`config.mk`:
```
export PLATFORM = sky130hd
export DESIGN_NAME = tps_queue
export DESIGN_NICKNAME = d
export VERILOG_FILES = /design/src/rtl/tps_pkg.sv /design/src/rtl/tps_queue.sv
export SDC_FILE = /design/constraint.sdc
export NUM_CORES = 1
export LEC_CHECK = 0
export BUFFER_PORTS_ARGS = -buffer_cell sky130_fd_sc_hd__clkbuf_2
export CAP_MARGIN = 20
export CORE_MARGIN = 4
export CORE_UTILIZATION = 48
export CTS_CLUSTER_DIAMETER = 40
export DETAILED_ROUTE_END_ITERATION = 16
export GPL_TIMING_DRIVEN = 1
export PLACE_DENSITY = 0.73
export REMOVE_ABC_BUFFERS = 1
export SYNTH_ARGS = -nofsm -noshare
export SYNTH_HDL_FRONTEND = slang
export SYNTH_SLANG_ARGS = --single-unit
```
`constraint.sdc`:
```
create_clock -name clk -period 1.9 [get_ports clk]
set_input_delay 0.095 -clock clk [delete_from_list [all_inputs] [get_ports clk]]
set_output_delay 0.095 -clock clk [all_outputs]
set_load 0.1 [all_outputs]
```
`src/rtl/tps_pkg.sv`:
```
package tps_pkg;

    localparam int TET_ID_WIDTH_DEF     = 24;
    localparam int WEIGHT_FRAC_BITS_DEF = 16;
    localparam int CFG_IDX_W            = 4;

    // Register indexes of the configuration port
    localparam logic [CFG_IDX_W-1:0] REG_PLANE_A = 4'd0;
    localparam logic [CFG_IDX_W-1:0] REG_PLANE_B = 4'd1;
    localparam logic [CFG_IDX_W-1:0] REG_PLANE_C = 4'd2;
    localparam logic [CFG_IDX_W-1:0] REG_PLANE_D = 4'd3;

    localparam logic signed [31:0] PLANE_C_RESET = 32'sd65536;

    typedef logic signed [31:0] coord_t;
    typedef logic signed [63:0] fval_t;

    // Index 0 is x, 1 is y, 2 is z
    typedef coord_t [2:0] vec_t;

    typedef struct packed {
        logic signed [31:0] a;
        logic signed [31:0] b;
        logic signed [31:0] c;
        logic signed [31:0] d;
    } plane_t;

    // Crossing between corner a (the far side) and corner b
    typedef struct packed {
        logic [1:0] a;
        logic [1:0] b;
    } pair_t;

    typedef pair_t [2:0] tri_t;

    typedef struct packed {
        vec_t  [3:0] corner;
        fval_t [3:0] fval;
        logic  [1:0] ntri;
        tri_t  [2:0] tris;
    } job_t;

    function automatic logic [63:0] mag64(input fval_t v);
        return v[63] ? (~v + 64'd1) : v;
    endfunction

endpackage

```
`src/rtl/tps_queue.sv`:
```
module tps_queue
    import tps_pkg::*;
#(
    parameter int DATA_W = 8
)
(
    input  logic              clk,
    input  logic              rst_n,
    input  logic              in_valid,
    output logic              in_ready,
    input  logic [DATA_W-1:0] in_data,
    output logic              out_valid,
    input  logic              out_ready,
    output logic [DATA_W-1:0] out_data
);

    logic [DATA_W-1:0] mem_reg [2];
    logic              wptr_reg, wptr_next;
    logic              rptr_reg, rptr_next;
    logic [1:0]        cnt_reg, cnt_next;
    logic              push, pop;

    assign in_ready  = (cnt_reg != 2'd2);
    assign out_valid = (cnt_reg != 2'd0);
    assign out_data  = mem_reg[rptr_reg];
    assign push      = in_valid && in_ready;
    assign pop       = out_valid && out_ready;

    always_comb
    begin
        wptr_next = push ? ~wptr_reg : wptr_reg;
        rptr_next = pop ? ~rptr_reg : rptr_reg;
        cnt_next  = cnt_reg;
        if (push && !pop)
        begin
            cnt_next = cnt_reg + 2'd1;
        end
        else if (pop && !push)
        begin
            cnt_next = cnt_reg - 2'd1;
        end
    end

    always_ff @(posedge clk or negedge rst_n)
    begin
        if (!rst_n)
        begin
            wptr_reg <= 1'b0;
            rptr_reg <= 1'b0;
            cnt_reg  <= 2'd0;
        end
        else
        begin
            wptr_reg <= wptr_next;
            rptr_reg <= rptr_next;
            cnt_reg  <= cnt_next;
        end
    end

    always_ff @(posedge clk)
    begin
        if (push)
        begin
            mem_reg[wptr_reg] <= in_data;
        end
    end

endmodule

```
==> key figures, run 1 <==
Worst setup path
  – CP Max Fanout: 9
  – CP max stage delay: 0.60 ns
  – Required time worst endpoint: 1.80 ns
  – Startpoint Class: flop
  – CP Data Arrival Time: 1.64 ns
  – Setup CP Type: reg2out
  – Crit-path cells: mux2_2, clkbuf_2
  – CP max stage cell: dfrtp_1
  – CP endpoint kind: output port

Cells and area
  – Fill count: 107
  – Number of flip-flops in the largest register: 16
  – Fin nets: 91
  – Antenna Diode Count: 0
  – Fraction of final layout cells sized beyond drive strength 1: 48.1%
  – Area delta synth->final: 32.3%

GRT
  – Largest net degree at the start of global routing: 12
  – Busiest grt layer: met2
  – GR Overflow Total: 0
  – Initial antenna violation count: 0
  – Tot GR Track Use: 11.4%
  – Global-route wire length before repair: 2050 µm
  – Met2 Use GR: 18.9%
  – Met3 Track Usage GR: 3.37%
  – GR Util met1: 12.3%
  – Vias in the first global route: 496

Synthesis
  – Register area share after synthesis: 73.8%
  – Dominant cell type by area after synthesis: edfxtp_1
  – Post-synthesis cell area: 787 µm²
  – Syn Inst Count: 43
  – Yosys cell types: 14
  – FF+latch count, synth: 20
  – Mapped Avg Cell Area: 18.3 µm²
  – Share of the synthesized area in the top cell type: 61.0%
  – Top post-synthesis cells by area: edfxtp_1, dfrtp_1, mux2_2
  – Ys Warns: 0

Timing
  – Fin. Hold Viols: 0
  – Worst-Margin Slew: 0.545 ns
  – RSZ-0062 raised after global routing: false
  – Final worst path period share: 91.5%
  – Fmax: 575 MHz
  – Final clock skew: 0.00146 ns
  – Tmin final: 1.74 ns
  – Setup-failing EPs final: 0
  – Setup_tns: 0 ns
  – Rel. slew slack: 63.8%
  – Slew Viols, Final: 0

Flow run
  – Max Cap Viol: 0

Clock network
  – Inserted Clock Buffers: 3
  – Clock buffer depth: 2
  – CTS Sinks: 20
  – Postcts setup bufs: 0
  – Worst-path clk slew: 0.10 ns
  – CTS root buf: clkbuf_4
  – CTS tree: built
  – Htree depth: 1
  – Worst skew pair latency: 0.29 ns

Detailed routing
  – First DRT Iteration DRCs: 1
  – Final wirelength: 1190 µm
  – Vias: 455
  – Vias per inst: 4.89
  – Drt pass-1 iters: 2
  – # DRC: 0
  – Antenna-violating nets left: 0
  – Routed WL per cell: 12.8 µm

Floorplan
  – Die Wd: 48.5 µm
  – DIE AREA: 0.00235 mm²
  – Starting Density: 51.6%
  – Row count: 14
  – I/O pin total: 22
  – Placeable Area: 0.00152 mm²
  – Y dimension of the die: 48.5 µm

Placed design
  – PortBufs: 21
  – RePlAce Congestion: 0.662

Worst hold path
  – Min-Delay Path Class: in2reg

Status
  – Status: complete, no violations
[cell usage after synthesis (all sizes together)]
| cell | count |
|---|---|
| and3 | 1 |
| buf | 1 |
| dfrtp | 4 |
| edfxtp | 16 |
| ha | 1 |
| inv | 1 |
| mux2 | 8 |
| nand2 | 2 |
| nand2b | 1 |
| nor2 | 2 |
| or2 | 1 |
| xnor2 | 3 |
| xor2 | 2 |
[path summary, 6_finish.rpt]
kind,depth (start not counted),slack [ns],start,to
setup / recovery,2,0.16,rptr_reg,out_data[0]
hold / removal,3,0.04,out_ready,rptr_reg
setup reg to reg,7,0.44,cnt_reg[0],cnt_reg[1]
hold reg to reg,1,0.50,wptr_reg,wptr_reg
max in group asynchronous,2,1.64,rst_n,wptr_reg
min in group asynchronous,2,0.13,rst_n,cnt_reg[0]
[layout make-up]
type	instances	area, µm²	share of cell area (%)
Tap cell	16	20.0	1.92
Clock buffer	4	36.3	3.49
Inverter	1	3.75	0.361
Multi-Input combinational cell	21	198	19.0
Timing Repair Buffer	31	203	19.5
Sequential cell	20	581	55.8
[what timing repair did]
item | CTS | global route
resized for setup | 0 | 0
endpoints found under the hold margin | 20 | 0
hold buffers | 9 | 0
endpoints found under the setup margin | 0 | 0
[layer usage]
metal	vias to the layer above	share of wire [%]
met4	0	2.7
met3	4	6.2
met2	14	49
met1	215	42
met5	-	0
li1	222	-
[cells by family (layout without fill, tap and decap cells)]
kind of cell               Yosys count  in the layout  share of synthesized area (%)
DFF                                 20             20                           73.8
muxes                                8              8                           11.4
and+or+nand+nor                      7              7                           6.52
xor gates and xnor gates             5              5                           5.57
buffers and inverters                2             36                           1.11
adders and majority gates            1              1                           1.59
[through the flow]
step	cells	instance area [µm²]	hold WS (ns)	util, %	setup WS, ns
detailed placement	80	915	-0.0880	60.0	0.450
floorplan	42	782	-0.201	-	0.263
finish	93	1040	0.0446	68.3	0.162
global placement	80	915	-0.0888	60.0	0.489
CTS	93	1040	0.0337	68.3	0.136
global route	93	1040	0.0455	68.3	0.0804
[cell usage in the layout, fill, tap and decap left out]
| cell type | count |
|---|---|
| mux2_2 | 8 |
| nand2_4 | 1 |
| dfrtp_1 | 4 |
| xor2_1 | 2 |
| edfxtp_1 | 16 |
| clkbuf_4 | 3 |
| clkbuf_8 | 1 |
| nand2b_4 | 1 |
| xnor2_1 | 3 |
| buf_4 | 1 |
| or2_4 | 1 |
| clkbuf_2 | 21 |
| nor2_1 | 2 |
| and3_1 | 1 |
| nand2_1 | 1 |
| ha_1 | 1 |
| inv_1 | 1 |
| dlygate4sd3_1 | 9 |
[worst max-delay path, delay by kind of cell (launching register included)]
kind / cells / cell delay, ns
buffers and inverters: 1 / 0.37
flip-flops: 1 / 0.60
multiplexers: 1 / 0.38
Power of run 1 is not shown: default switching activity piles up to over one toggle a cycle in this logic, so the estimate is an artifact.
==> inputs of run 2 (changes only) <==
- clock period: 1.9 -> 1.8 ns (I/O delays scaled with it)
==> key figures, run 2 (synthesis results as in run 1) <==
Clock network
  – Worst-path clk slew: 0.11 ns (about the same)
  – Htree depth: 1 (unchanged)
  – CTS tree: built
  – Worst skew pair latency: 0.29 ns (about the same)
  – CTS Sinks: 20 (unchanged)
  – Clock buffer depth: 2 (unchanged)
  – Inserted Clock Buffers: 3 (unchanged)
  – CTS root buf: clkbuf_4

Timing
  – Slew Viols, Final: 0 (unchanged)
  – Setup_tns: 0 ns (unchanged)
  – Final clock skew: 0.00119 ns (-0.000270 ns)
  – Tmin final: 1.62 ns
  – Final worst slack: 0.176 ns (+0.0136 ns)
  – Worst-Margin Slew: 0.546 ns (+0.0000646 ns)
  – Rel. slew slack: 63.8% (about the same)
  – Final worst path period share: 90.2%
  – Fmax: 616 MHz
  – Setup-failing EPs final: 0 (unchanged)
  – Fin. Hold Viols: 0 (unchanged)
  – RSZ-0062 raised after global routing: false

Cells and area
  – Area delta synth->final: 32.4%
  – Fill count: 107 (unchanged)
  – Fin nets: 91 (unchanged)
  – Commonest non-fill, non-tap cell in the layout: clkbuf_2
  – Fraction of final layout cells sized beyond drive strength 1: 49.4% (+1.3 points)
  – Util after Layout: 68.4% (+0.082 points)
  – Number of flip-flops in the largest register: 16 (unchanged)
  – Antenna Diode Count: 0 (unchanged)
  – Most frequent cells in the layout: clkbuf_2, edfxtp_1, dlygate4sd3_1

GRT
  – Tot GR Track Use: 11.4% (unchanged)
  – Global-route wire length before repair: 2050 µm (unchanged)
  – Vias in the first global route: 496 (unchanged)
  – Largest net degree at the start of global routing: 12 (unchanged)
  – GR Overflow Total: 0 (unchanged)
  – Initial antenna violation count: 0 (unchanged)

Floorplan
  – Placeable Area: 0.00152 mm² (unchanged)
  – Row count: 14 (unchanged)
  – Starting Density: 51.6% (unchanged)
  – DIE AREA: 0.00235 mm² (unchanged)
  – Y dimension of the die: 48.5 µm (unchanged)
  – I/O pin total: 22 (unchanged)
  – Die Wd: 48.5 µm (unchanged)

Worst setup path
  – CP endpoint kind: output port
  – CP Max Fanout: 9 (unchanged)
  – CP max stage cell: dfrtp_2
  – Top delay family on crit path: flip-flops
  – Required time worst endpoint: 1.71 ns (-0.09 ns)
  – CP max stage delay: 0.51 ns (-0.09 ns)
  – Setup CP Type: reg2out
  – CP bufs+invs: 1 (unchanged)
  – CP Data Arrival Time: 1.53 ns (-0.11 ns)
  – Startpoint Class: flop
  – Crit-path cells: mux2_2, clkbuf_2

Detailed routing
  – Drt pass-1 iters: 2 (unchanged)
  – Vias: 458 (+0.66%)
  – Vias per inst: 4.92 (+0.66%)
  – Final wirelength: 1190 µm (unchanged)
  – # DRC: 0 (unchanged)
  – First DRT Iteration DRCs: 1 (unchanged)
  – Routed WL per cell: 12.8 µm (unchanged)
  – Antenna-violating nets left: 0 (unchanged)

Placed design
  – PortBufs: 21 (unchanged)
  – RePlAce Congestion: 0.662 (unchanged)
  – Pre-CTS setup slack: 0.350 ns (-0.100 ns)

Flow run
  – Max Cap Viol: 0 (unchanged)

Status
  – Status: complete, no violations

Worst hold path
  – Min-Delay Path Class: in2reg
run 2: cell types whose count changed in the layout (fill, tap and decap cells not counted):
cell | before | now
dfrtp_2 | 0 | 1
dfrtp_1 | 4 | 3
run 2: tightest hold or removal path, cell delays in order:
cell      delay, ns
clkbuf_2       0.10
nand2_4        0.06
xnor2_1        0.05
run 2: stage by stage:
stage                     instance area (µm²)  cells  hold slack (ns)
after floorplan                           782     42           -0.206
after global placement                    915     80          -0.0938
after detailed placement                  915     80          -0.0930
after CTS                                1040     93           0.0287
after global routing                     1040     93           0.0266
final                                    1040     93           0.0312
run 2: final cells by class:
type                       count  area (µm²)  area share (%)
clock buffer                   4        36.3            3.48
multi-input combinational     21         198            19.0
inverter                       1        3.75           0.360
tap                           16        20.0            1.92
sequential                    20         582            55.8
timing repair buffer          31         203            19.4
run 2: path summary, 6_finish.rpt:
path | start | endpoint | slack [ns] | cells after the start
hold reg to reg | wptr_reg | wptr_reg | 0.50 | 1
hold / removal | out_ready | rptr_reg | 0.03 | 3
min in group asynchronous | rst_n | cnt_reg[0] | 0.12 | 2
setup reg to reg | cnt_reg[0] | cnt_reg[1] | 0.34 | 7
setup / recovery | rptr_reg | out_data[5] | 0.18 | 2
max in group asynchronous | rst_n | rptr_reg | 1.54 | 2
run 2: repair_timing:
action,4_1_cts,5_1_grt
endpoints found under the setup margin,0,7
endpoints found under the hold margin,20,0
setup buffers,0,0
hold buffers,9,0
gates resized for setup,0,1
run 2: routing by layer:
| layer | up-vias | global-route usage (%) | share of wire [%] |
|---|---|---|---|
| met5 | - | 0 | 0 |
| met4 | 0 | 8.07 | 2.7 |
| met3 | 4 | 3.37 | 6.2 |
| met2 | 14 | 18.9 | 49 |
| met1 | 218 | 12.3 | 42 |
| li1 | 222 | - | - |
Power of run 2 is left out for the same reason.
